==> src/rtl/uyc_pkg.sv <==
// ----------------------------------------------------------------------------
// uyc_pkg
// Shared types, constants and helpers for the UYVY to BGR converter.
// ----------------------------------------------------------------------------
package uyc_pkg;

   // Fraction bits of the color coefficients
   localparam int FRAC_SHIFT = 13;

   localparam int PIX_W   = 8;                  // one sample or channel
   localparam int COEF_W  = 16;                 // coefficient registers
   localparam int DELTA_W = PIX_W + 1;          // offset-removed sample
   localparam int PROD_W  = DELTA_W + COEF_W;   // sample times coefficient
   localparam int ACC_W   = PROD_W + 2;         // bias plus up to three products
   localparam int CSR_IDX_W = 3;

   typedef enum logic [CSR_IDX_W-1:0] {
      CSR_Y_OFFSET   = 3'd0,
      CSR_UV_ZERO    = 3'd1,
      CSR_Y_GAIN     = 3'd2,
      CSR_U_TO_BLUE  = 3'd3,
      CSR_U_TO_GREEN = 3'd4,
      CSR_V_TO_GREEN = 3'd5,
      CSR_V_TO_RED   = 3'd6,
      CSR_ROUND_BIAS = 3'd7
   } csr_index_type;

   // BT.601 at a 13-bit scale
   localparam logic [PIX_W-1:0]          RST_Y_OFFSET   = 8'd16;
   localparam logic [PIX_W-1:0]          RST_UV_ZERO    = 8'd128;
   localparam logic signed [COEF_W-1:0]  RST_Y_GAIN     = 16'sd9535;
   localparam logic signed [COEF_W-1:0]  RST_U_TO_BLUE  = 16'sd16531;
   localparam logic signed [COEF_W-1:0]  RST_U_TO_GREEN = -16'sd3203;
   localparam logic signed [COEF_W-1:0]  RST_V_TO_GREEN = -16'sd6660;
   localparam logic signed [COEF_W-1:0]  RST_V_TO_RED   = 16'sd13074;
   localparam logic [COEF_W-1:0]         RST_ROUND_BIAS = 16'd4096;

   typedef struct packed {
      logic [PIX_W-1:0]         y_offset;
      logic [PIX_W-1:0]         uv_zero;
      logic signed [COEF_W-1:0] y_gain;
      logic signed [COEF_W-1:0] u_to_blue;
      logic signed [COEF_W-1:0] u_to_green;
      logic signed [COEF_W-1:0] v_to_green;
      logic signed [COEF_W-1:0] v_to_red;
      logic [COEF_W-1:0]        round_bias;
   } cfg_type;

   // Macropixel, cb in the lowest bits
   typedef struct packed {
      logic [PIX_W-1:0] luma1;
      logic [PIX_W-1:0] cr;
      logic [PIX_W-1:0] luma0;
      logic [PIX_W-1:0] cb;
   } macropixel_type;

   // Two BGR pixels, blue0 in the lowest bits
   typedef struct packed {
      logic [PIX_W-1:0] red1;
      logic [PIX_W-1:0] green1;
      logic [PIX_W-1:0] blue1;
      logic [PIX_W-1:0] red0;
      logic [PIX_W-1:0] green0;
      logic [PIX_W-1:0] blue0;
   } bgr_pair_type;

   typedef struct packed {
      logic signed [DELTA_W-1:0] y0;
      logic signed [DELTA_W-1:0] y1;
      logic signed [DELTA_W-1:0] u;
      logic signed [DELTA_W-1:0] v;
   } delta_type;

   typedef struct packed {
      logic signed [PROD_W-1:0] y0;
      logic signed [PROD_W-1:0] y1;
      logic signed [PROD_W-1:0] ub;
      logic signed [PROD_W-1:0] ug;
      logic signed [PROD_W-1:0] vg;
      logic signed [PROD_W-1:0] vr;
   } prod_type;

   typedef struct packed {
      logic signed [ACC_W-1:0] base0;
      logic signed [ACC_W-1:0] base1;
      logic signed [ACC_W-1:0] blue;
      logic signed [ACC_W-1:0] green;
      logic signed [ACC_W-1:0] red;
   } part_type;

   typedef struct packed {
      logic signed [ACC_W-1:0] b0;
      logic signed [ACC_W-1:0] g0;
      logic signed [ACC_W-1:0] r0;
      logic signed [ACC_W-1:0] b1;
      logic signed [ACC_W-1:0] g1;
      logic signed [ACC_W-1:0] r1;
   } acc_type;

   // Arithmetic shift down, then saturate to 0..255
   function automatic logic [PIX_W-1:0] shift_clamp(input logic signed [ACC_W-1:0] acc);
      logic signed [ACC_W-1:0] q;
      logic [PIX_W-1:0]        res;
      q = acc >>> FRAC_SHIFT;
      if (q[ACC_W-1]) begin
         res = '0;
      end else if (|q[ACC_W-2:PIX_W]) begin
         res = '1;
      end else begin
         res = q[PIX_W-1:0];
      end
      return res;
   endfunction

endpackage

==> src/rtl/uyvy422_to_bgr_converter.sv <==
// ----------------------------------------------------------------------------
// uyvy422_to_bgr_converter
// UYVY 4:2:2 macropixel to two BGR24 pixels, programmable coefficients.
// ----------------------------------------------------------------------------
// Each request carries one macropixel (Cb, Y0, Cr, Y1) and yields one response
// with two BGR pixels sharing that chroma. Throughput is one macropixel per
// clock when rsp_tready does not stall; an accepted request passes through
// the five register stages to the response side: offset removal, multiply,
// bias/pair add, channel sum, and shift/clamp into the output register.
// Every stage holds its own valid bit, so a stall at rsp_tready only stops
// stages that are full and bubbles are squeezed out. Coefficients reset to
// BT.601 (13 fraction bits) and may be rewritten through the csr port while
// no request is in flight.
// ----------------------------------------------------------------------------
module uyvy422_to_bgr_converter (
   input  logic                             clock,
   input  logic                             reset,
   // request: cb[7:0], luma0[15:8], cr[23:16], luma1[31:24]
   input  logic                             req_tvalid,
   output logic                             req_tready,
   input  logic [31:0]                      req_tdata,
   // response: blue0, green0, red0, blue1, green1, red1 (8 bits each, low up)
   output logic                             rsp_tvalid,
   input  logic                             rsp_tready,
   output logic [47:0]                      rsp_tdata,
   // register write port
   input  logic                             csr_we,
   input  logic [uyc_pkg::CSR_IDX_W-1:0]    csr_index,
   input  logic [uyc_pkg::COEF_W-1:0]       csr_wdata
);
   import uyc_pkg::*;

   cfg_type        cfg_ff, cfg_in;
   macropixel_type req_pix;
   bgr_pair_type   rsp_pix;

   logic     prod_valid, prod_ready;
   prod_type prod_data;
   logic     acc_valid, acc_ready;
   acc_type  acc_data;

   // Register file: plain write, low bits kept for the 8-bit registers
   always_comb begin
      cfg_in = cfg_ff;
      if (csr_we) begin
         case (csr_index_type'(csr_index))
            CSR_Y_OFFSET:   cfg_in.y_offset   = csr_wdata[PIX_W-1:0];
            CSR_UV_ZERO:    cfg_in.uv_zero    = csr_wdata[PIX_W-1:0];
            CSR_Y_GAIN:     cfg_in.y_gain     = $signed(csr_wdata);
            CSR_U_TO_BLUE:  cfg_in.u_to_blue  = $signed(csr_wdata);
            CSR_U_TO_GREEN: cfg_in.u_to_green = $signed(csr_wdata);
            CSR_V_TO_GREEN: cfg_in.v_to_green = $signed(csr_wdata);
            CSR_V_TO_RED:   cfg_in.v_to_red   = $signed(csr_wdata);
            CSR_ROUND_BIAS: cfg_in.round_bias = csr_wdata;
            default:        cfg_in = cfg_ff;
         endcase
      end
   end

   always_ff @(posedge clock) begin
      if (reset) begin
         cfg_ff.y_offset   <= RST_Y_OFFSET;
         cfg_ff.uv_zero    <= RST_UV_ZERO;
         cfg_ff.y_gain     <= RST_Y_GAIN;
         cfg_ff.u_to_blue  <= RST_U_TO_BLUE;
         cfg_ff.u_to_green <= RST_U_TO_GREEN;
         cfg_ff.v_to_green <= RST_V_TO_GREEN;
         cfg_ff.v_to_red   <= RST_V_TO_RED;
         cfg_ff.round_bias <= RST_ROUND_BIAS;
      end else begin
         cfg_ff <= cfg_in;
      end
   end

   assign req_pix = req_tdata;

   // stages 1-2: y/u/v deltas, then the six products
   uyc_product u_product (
      .clock     (clock),
      .reset     (reset),
      .in_valid  (req_tvalid),
      .in_ready  (req_tready),
      .in_data   (req_pix),
      .cfg       (cfg_ff),
      .out_valid (prod_valid),
      .out_ready (prod_ready),
      .out_data  (prod_data)
   );

   // stages 3-4: bias + luma, chroma green pair, then per-channel sums
   uyc_accum u_accum (
      .clock      (clock),
      .reset      (reset),
      .in_valid   (prod_valid),
      .in_ready   (prod_ready),
      .in_data    (prod_data),
      .round_bias (cfg_ff.round_bias),
      .out_valid  (acc_valid),
      .out_ready  (acc_ready),
      .out_data   (acc_data)
   );

   // stage 5: arithmetic shift, saturate, output register
   uyc_clamp u_clamp (
      .clock     (clock),
      .reset     (reset),
      .in_valid  (acc_valid),
      .in_ready  (acc_ready),
      .in_data   (acc_data),
      .out_valid (rsp_tvalid),
      .out_ready (rsp_tready),
      .out_data  (rsp_pix)
   );

   assign rsp_tdata = rsp_pix;

endmodule

==> src/rtl/uyc_product.sv <==
// ----------------------------------------------------------------------------
// uyc_product
// Offset removal stage followed by the six coefficient multipliers.
// ----------------------------------------------------------------------------
module uyc_product (
   input  logic                    clock,
   input  logic                    reset,
   input  logic                    in_valid,
   output logic                    in_ready,
   input  uyc_pkg::macropixel_type in_data,
   input  uyc_pkg::cfg_type        cfg,
   output logic                    out_valid,
   input  logic                    out_ready,
   output uyc_pkg::prod_type       out_data
);
   import uyc_pkg::*;

   logic      s1_valid_ff, s1_valid_in;
   logic      s2_valid_ff, s2_valid_in;
   logic      s1_ready, s2_ready;
   delta_type s1_data_ff, s1_data_in;
   prod_type  s2_data_ff, s2_data_in;

   assign s2_ready = !s2_valid_ff || out_ready;
   assign s1_ready = !s1_valid_ff || s2_ready;

   always_comb begin
      s1_valid_in = s1_ready ? in_valid : s1_valid_ff;
      s2_valid_in = s2_ready ? s1_valid_ff : s2_valid_ff;

      s1_data_in.y0 = $signed({1'b0, in_data.luma0}) - $signed({1'b0, cfg.y_offset});
      s1_data_in.y1 = $signed({1'b0, in_data.luma1}) - $signed({1'b0, cfg.y_offset});
      s1_data_in.u  = $signed({1'b0, in_data.cb}) - $signed({1'b0, cfg.uv_zero});
      s1_data_in.v  = $signed({1'b0, in_data.cr}) - $signed({1'b0, cfg.uv_zero});

      s2_data_in.y0 = PROD_W'(s1_data_ff.y0) * PROD_W'(cfg.y_gain);
      s2_data_in.y1 = PROD_W'(s1_data_ff.y1) * PROD_W'(cfg.y_gain);
      s2_data_in.ub = PROD_W'(s1_data_ff.u) * PROD_W'(cfg.u_to_blue);
      s2_data_in.ug = PROD_W'(s1_data_ff.u) * PROD_W'(cfg.u_to_green);
      s2_data_in.vg = PROD_W'(s1_data_ff.v) * PROD_W'(cfg.v_to_green);
      s2_data_in.vr = PROD_W'(s1_data_ff.v) * PROD_W'(cfg.v_to_red);
   end

   always_ff @(posedge clock) begin
      if (reset) begin
         s1_valid_ff <= 1'b0;
         s2_valid_ff <= 1'b0;
      end else begin
         s1_valid_ff <= s1_valid_in;
         s2_valid_ff <= s2_valid_in;
      end
      if (s1_ready) begin
         s1_data_ff <= s1_data_in;
      end
      if (s2_ready) begin
         s2_data_ff <= s2_data_in;
      end
   end

   assign in_ready  = s1_ready;
   assign out_valid = s2_valid_ff;
   assign out_data  = s2_data_ff;

endmodule

==> src/rtl/uyc_accum.sv <==
// ----------------------------------------------------------------------------
// uyc_accum
// Two adder stages: bias plus luma and the green chroma pair, then per-channel sums.
// ----------------------------------------------------------------------------
module uyc_accum (
   input  logic                          clock,
   input  logic                          reset,
   input  logic                          in_valid,
   output logic                          in_ready,
   input  uyc_pkg::prod_type             in_data,
   input  logic [uyc_pkg::COEF_W-1:0]    round_bias,
   output logic                          out_valid,
   input  logic                          out_ready,
   output uyc_pkg::acc_type              out_data
);
   import uyc_pkg::*;

   logic     s3_valid_ff, s3_valid_in;
   logic     s4_valid_ff, s4_valid_in;
   logic     s3_ready, s4_ready;
   part_type s3_data_ff, s3_data_in;
   acc_type  s4_data_ff, s4_data_in;
   logic signed [ACC_W-1:0] bias;

   assign s4_ready = !s4_valid_ff || out_ready;
   assign s3_ready = !s3_valid_ff || s4_ready;
   assign bias     = ACC_W'($signed({1'b0, round_bias}));

   always_comb begin
      s3_valid_in = s3_ready ? in_valid : s3_valid_ff;
      s4_valid_in = s4_ready ? s3_valid_ff : s4_valid_ff;

      s3_data_in.base0 = bias + ACC_W'(in_data.y0);
      s3_data_in.base1 = bias + ACC_W'(in_data.y1);
      s3_data_in.blue  = ACC_W'(in_data.ub);
      s3_data_in.green = ACC_W'(in_data.ug) + ACC_W'(in_data.vg);
      s3_data_in.red   = ACC_W'(in_data.vr);

      s4_data_in.b0 = s3_data_ff.base0 + s3_data_ff.blue;
      s4_data_in.g0 = s3_data_ff.base0 + s3_data_ff.green;
      s4_data_in.r0 = s3_data_ff.base0 + s3_data_ff.red;
      s4_data_in.b1 = s3_data_ff.base1 + s3_data_ff.blue;
      s4_data_in.g1 = s3_data_ff.base1 + s3_data_ff.green;
      s4_data_in.r1 = s3_data_ff.base1 + s3_data_ff.red;
   end

   always_ff @(posedge clock) begin
      if (reset) begin
         s3_valid_ff <= 1'b0;
         s4_valid_ff <= 1'b0;
      end else begin
         s3_valid_ff <= s3_valid_in;
         s4_valid_ff <= s4_valid_in;
      end
      if (s3_ready) begin
         s3_data_ff <= s3_data_in;
      end
      if (s4_ready) begin
         s4_data_ff <= s4_data_in;
      end
   end

   assign in_ready  = s3_ready;
   assign out_valid = s4_valid_ff;
   assign out_data  = s4_data_ff;

endmodule

==> src/rtl/uyc_clamp.sv <==
// ----------------------------------------------------------------------------
// uyc_clamp
// Shift and saturate each channel into the output register.
// ----------------------------------------------------------------------------
module uyc_clamp (
   input  logic                  clock,
   input  logic                  reset,
   input  logic                  in_valid,
   output logic                  in_ready,
   input  uyc_pkg::acc_type      in_data,
   output logic                  out_valid,
   input  logic                  out_ready,
   output uyc_pkg::bgr_pair_type out_data
);
   import uyc_pkg::*;

   logic         s5_valid_ff, s5_valid_in;
   logic         s5_ready;
   bgr_pair_type s5_data_ff, s5_data_in;

   assign s5_ready = !s5_valid_ff || out_ready;

   always_comb begin
      s5_valid_in       = s5_ready ? in_valid : s5_valid_ff;
      s5_data_in.blue0  = shift_clamp(in_data.b0);
      s5_data_in.green0 = shift_clamp(in_data.g0);
      s5_data_in.red0   = shift_clamp(in_data.r0);
      s5_data_in.blue1  = shift_clamp(in_data.b1);
      s5_data_in.green1 = shift_clamp(in_data.g1);
      s5_data_in.red1   = shift_clamp(in_data.r1);
   end

   always_ff @(posedge clock) begin
      if (reset) begin
         s5_valid_ff <= 1'b0;
      end else begin
         s5_valid_ff <= s5_valid_in;
      end
      if (s5_ready) begin
         s5_data_ff <= s5_data_in;
      end
   end

   assign in_ready  = s5_ready;
   assign out_valid = s5_valid_ff;
   assign out_data  = s5_data_ff;

endmodule

==> config.mk <==
export PLATFORM = sky130hd
export DESIGN_NAME = uyvy422_to_bgr_converter
export DESIGN_NICKNAME = d
export VERILOG_FILES = /design/src/rtl/uyc_pkg.sv /design/src/rtl/uyvy422_to_bgr_converter.sv /design/src/rtl/uyc_product.sv /design/src/rtl/uyc_accum.sv /design/src/rtl/uyc_clamp.sv
export SDC_FILE = /design/constraint.sdc
export NUM_CORES = 2
export LEC_CHECK = 0
export BUFFER_PORTS_ARGS = -buffer_cell sky130_fd_sc_hd__buf_2
export CELL_PAD_IN_SITES_DETAIL_PLACEMENT = 2
export CELL_PAD_IN_SITES_GLOBAL_PLACEMENT = 2
export CORE_MARGIN = 3
export CORE_UTILIZATION = 40
export DETAILED_ROUTE_END_ITERATION = 10
export PLACE_DENSITY = 0.79
export SLEW_MARGIN = 15
export SYNTH_ARGS = -nofsm -noshare
export SYNTH_HDL_FRONTEND = slang
export SYNTH_SLANG_ARGS = --single-unit
==> constraint.sdc <==
create_clock -name clock -period 5.85 [get_ports clock]
set_input_delay 0.585 -clock clock [delete_from_list [all_inputs] [get_ports clock]]
set_output_delay 0.585 -clock clock [all_outputs]
set_load 0.03 [all_outputs]
==> qor.csv <==
metric,value,unit
Worst Setup End Kind,flop,
drt pass-1 iters,5,
RSZ-0062 raised after global routing,true,
maximum clock path buffer count,3,
most area-hungry cell type in the Yosys netlist,fa_1,
Least-Margin Pin Slew,1.13,ns
WL per Instance,25.0,microns
crit share post-route,97.8,%
initial DRC count,2261,
share of the synthesized area in the top cell type,25.9,%
most frequent cell on the critical path,fa_1,
CORE AREA,138000,sq um
Clock Pin Slew Worst Setup and Hold Paths,0.06,ns
final worst path period need,5.72,ns
Compound-Gate Fraction of Synth Area,8.24,%
worst skew pair latency,0.68,ns
status,"complete, no violations",
die height,379,microns
detailed-route via count,40000,
vias in the first global route,46000,
slew margin rel.,24.4,%
r2r worst-path depth,20,
share of cells above drive strength 1,8.31,%
Synth Register Bits,563,
first-pass GRT wire length,279,mm
NumNets Final,6817,
Mean Syn Cell Area,10.4,sq um
critical-path cell list,buf_12 > nand2_1 > fa_1 > inv_2 > fa_1 > fa_1 > inv_1 > fa_1 > inv_1 > ha_1 > ha_1 > and3_1 > nand3_1 > o21ai_0 > o21a_1 > a211o_1 > a211oi_2 > o21bai_1 > a21oi_1 > xnor2_1,
FF-to-FF End,u_product.out_data[49]$_DFFE_PP_,
Die Footprint,144000,sq um
sequential element share of the synthesized area,28.2,%
area share of and/or/nand/nor cells after synthesis,14.6,%
Port Buffers,105,
"Buf+Inv Stages, Crit Path",4,
TritonCTS clock tree,yes,
"EDFF count, synth",446,
die width,379,microns
YS warnings,0,
RePlAce Congestion,0.857,
vias per cell,5.44,
fillers,14300,
post-synth cell types,90,
Worst Setup Path Type,reg2reg,
crit-path max FO,16,
clk sinks,563,
WP data required,6.27,ns
pin count of the biggest net entering global routing,85,
total global-route track usage,25.5,%
Post-synth ARST share,0,%
combinational family with the most area after synthesis,adder cells,
Worst setup SP type,flop,
Synth Instances,5364,
Achievable Freq,175,MHz
initial antenna violation count,8,
XOR/XNOR share of the synthesized area,4.67,%
Final Max Tran Viols,0,
# DRC,0,
IO Pins,106,
DP HPWL,141,mm
Crit-path slowest cell,fa_1,
hold_sp,req_tvalid,
cts bufs inserted,73,
mux cell area share after synthesis,0.200,%
final hold viol count,0,
WP data arrival,6.14,ns
area delta synth->final,10.6,%
clock skew,0.0192,ns
FF-to-FF setup slack,0.13,ns
hold path depth,3,
top_reg_cell synth,edfxtp_1,
Total Wirelength,184,mm
Setup Viol. Count Final,0,
Routed Antenna Nets,0,
maxcap violations,0,
"commonest non-fill, non-tap cell in the layout",fa_1,
worst hold endpoint,u_product.s1_valid_ff$_SDFFE_PP0P_,
most frequent cells in the layout,"fa_1, inv_1, nand2_1, ha_1, edfxtp_1",
HP Class,in2reg,
Mapped Nets,6692,
fin util,44.7,%
CP peak stage delay,0.69,ns
row cnt,136,
"Cell Area, Synth",55700,sq um
adder-cell area share of the yosys netlist,38.3,%
GR Overflow Total,0,
Root Buffer,clkbuf_16,
Crit Reg-Reg Startpoint,u_product.s1_data_ff[2]$_DFFE_PP_,
"delay-heaviest family, CP",adder cells,
H-tree depth,3,
initial core utilization,40.4,%
ranking of synthesized cells by area,"fa_1, edfxtp_1, ha_1, and2_1, inv_1",
-- sequential cells by signal, summed over array words and instances (netlist names) --
| register | cells |
|---|---|
| u_accum.s3_valid_ff | 1 |
| u_product.out_valid | 1 |
| u_product.s1_valid_ff | 1 |
| cfg_ff | 112 |
| u_clamp.out_valid | 1 |
| u_accum.out_valid | 1 |
| u_accum.out_data | 84 |
| u_product.out_data | 150 |
| u_product.s1_data_ff | 36 |
| u_accum.s3_data_ff | 128 |
| u_clamp.out_data | 48 |
-- cell type report --
cell class | count | area (sq um) | area share [%]
inverter | 651 | 2450 | 3.98
sequential | 563 | 15700 | 25.6
multi-input combinational | 3948 | 36900 | 59.9
timing repair buffer | 252 | 1830 | 2.97
tap | 1794 | 2240 | 3.64
antenna | 1 | 2.50 | 0.00406
clock buffer | 86 | 1940 | 3.15
clock inverter | 48 | 520 | 0.845
-- how the worst max path moves through the flow --
stage,cells after the start,endpoint,start,slack [ns]
after detailed placement,17,u_product.out_data[24]$_DFFE_PP_,u_product.s1_data_ff[4]$_DFFE_PP_,-0.04
after CTS,19,u_product.out_data[24]$_DFFE_PP_,cfg_ff[21]$_SDFFE_PP0P_,0.01
after global placement,17,u_product.out_data[73]$_DFFE_PP_,u_product.s1_data_ff[13]$_DFFE_PP_,0.22
final,20,u_product.out_data[49]$_DFFE_PP_,u_product.s1_data_ff[2]$_DFFE_PP_,0.13
after floorplan,22,u_product.out_data[148]$_DFFE_PP_,cfg_ff[85]$_SDFFE_PP1P_,0.45
after global routing,20,u_product.out_data[49]$_DFFE_PP_,u_product.s1_data_ff[2]$_DFFE_PP_,-0.21
-- logic make-up after synthesis --
family,Yosys count
simple gates,1689
flops,563
fa+ha+maj,1272
mux,11
buf+inv,853
xor+xnor,297
compound gates,679
-- synthesized netlist by cell type (5+ instances only) --
| master | count |
|---|---|
| nor4_1 | 10 |
| nand2_1 | 630 |
| and2_1 | 402 |
| inv_1 | 649 |
| nand3_1 | 48 |
| a21o_1 | 114 |
| o21bai_1 | 24 |
| nand3b_1 | 24 |
| or2_2 | 6 |
| a21oi_1 | 236 |
| dfxtp_1 | 117 |
| a31oi_1 | 14 |
| ha_1 | 551 |
| nand2b_1 | 50 |
| buf_1 | 10 |
| nor3_1 | 47 |
| a211o_1 | 34 |
| buf_2 | 5 |
| nor2_1 | 330 |
| fa_1 | 721 |
| o31ai_1 | 7 |
| xnor2_1 | 200 |
| and4_1 | 5 |
| o211ai_1 | 13 |
| clkbuf_1 | 175 |
| edfxtp_1 | 446 |
| mux2i_1 | 10 |
| clkbuf_2 | 12 |
| or3_1 | 21 |
| a211oi_1 | 23 |
| o21ai_0 | 66 |
| and3_1 | 26 |
| a21oi_2 | 7 |
| nand4_1 | 19 |
| o21ai_1 | 19 |
| xor2_1 | 97 |
| a31o_2 | 6 |
| o21a_1 | 43 |
| nor2b_1 | 58 |
-- metrics by stage --
stage               TNS [ns]  hold WS (ns)  cells  worst slack [ns]  instance area [sq um]
floorplan                  0         0.400   5364             0.450                  55700
global placement           0         0.404   7168             0.223                  58600
detailed placement    -0.116         0.407   7168           -0.0398                  58700
CTS                        0         0.189   7320           0.00956                  61300
global route          -0.509         0.209   7342            -0.214                  61600
finish                     0         0.227   7343             0.129                  61600
-- timing repair --
item | in CTS | in global routing
pin swaps | 0 | 7
setup endpoints to repair | 7 | 21
gates cloned | 0 | 4
buffers inserted | 18 | 18
hold buffers | 0 | 0
gates resized for setup | 2 | 33
-- routing by layer --
metal	part of all wire [%]	GRT usage, %	vias to the layer above
li1	-	-	17800
met1	42	31.9	21100
met2	50	45.2	753
met3	4.0	3.17	284
met4	3.9	8.57	6
met5	0.022	0	-
-- worst reg2reg max path: cells and delay by family, from the launching register on --
| family | cells | cell delay [ns] |
|---|---|---|
| flops | 1 | 0.40 |
| simple gates | 3 | 0.46 |
| buf+inv | 4 | 0.43 |
| compound gates | 6 | 1.23 |
| xor+xnor | 1 | 0.08 |
| fa+ha+maj | 6 | 2.88 |
Power is not shown: default switching activity piles up to over one toggle a cycle in this logic, so the estimate is an artifact.
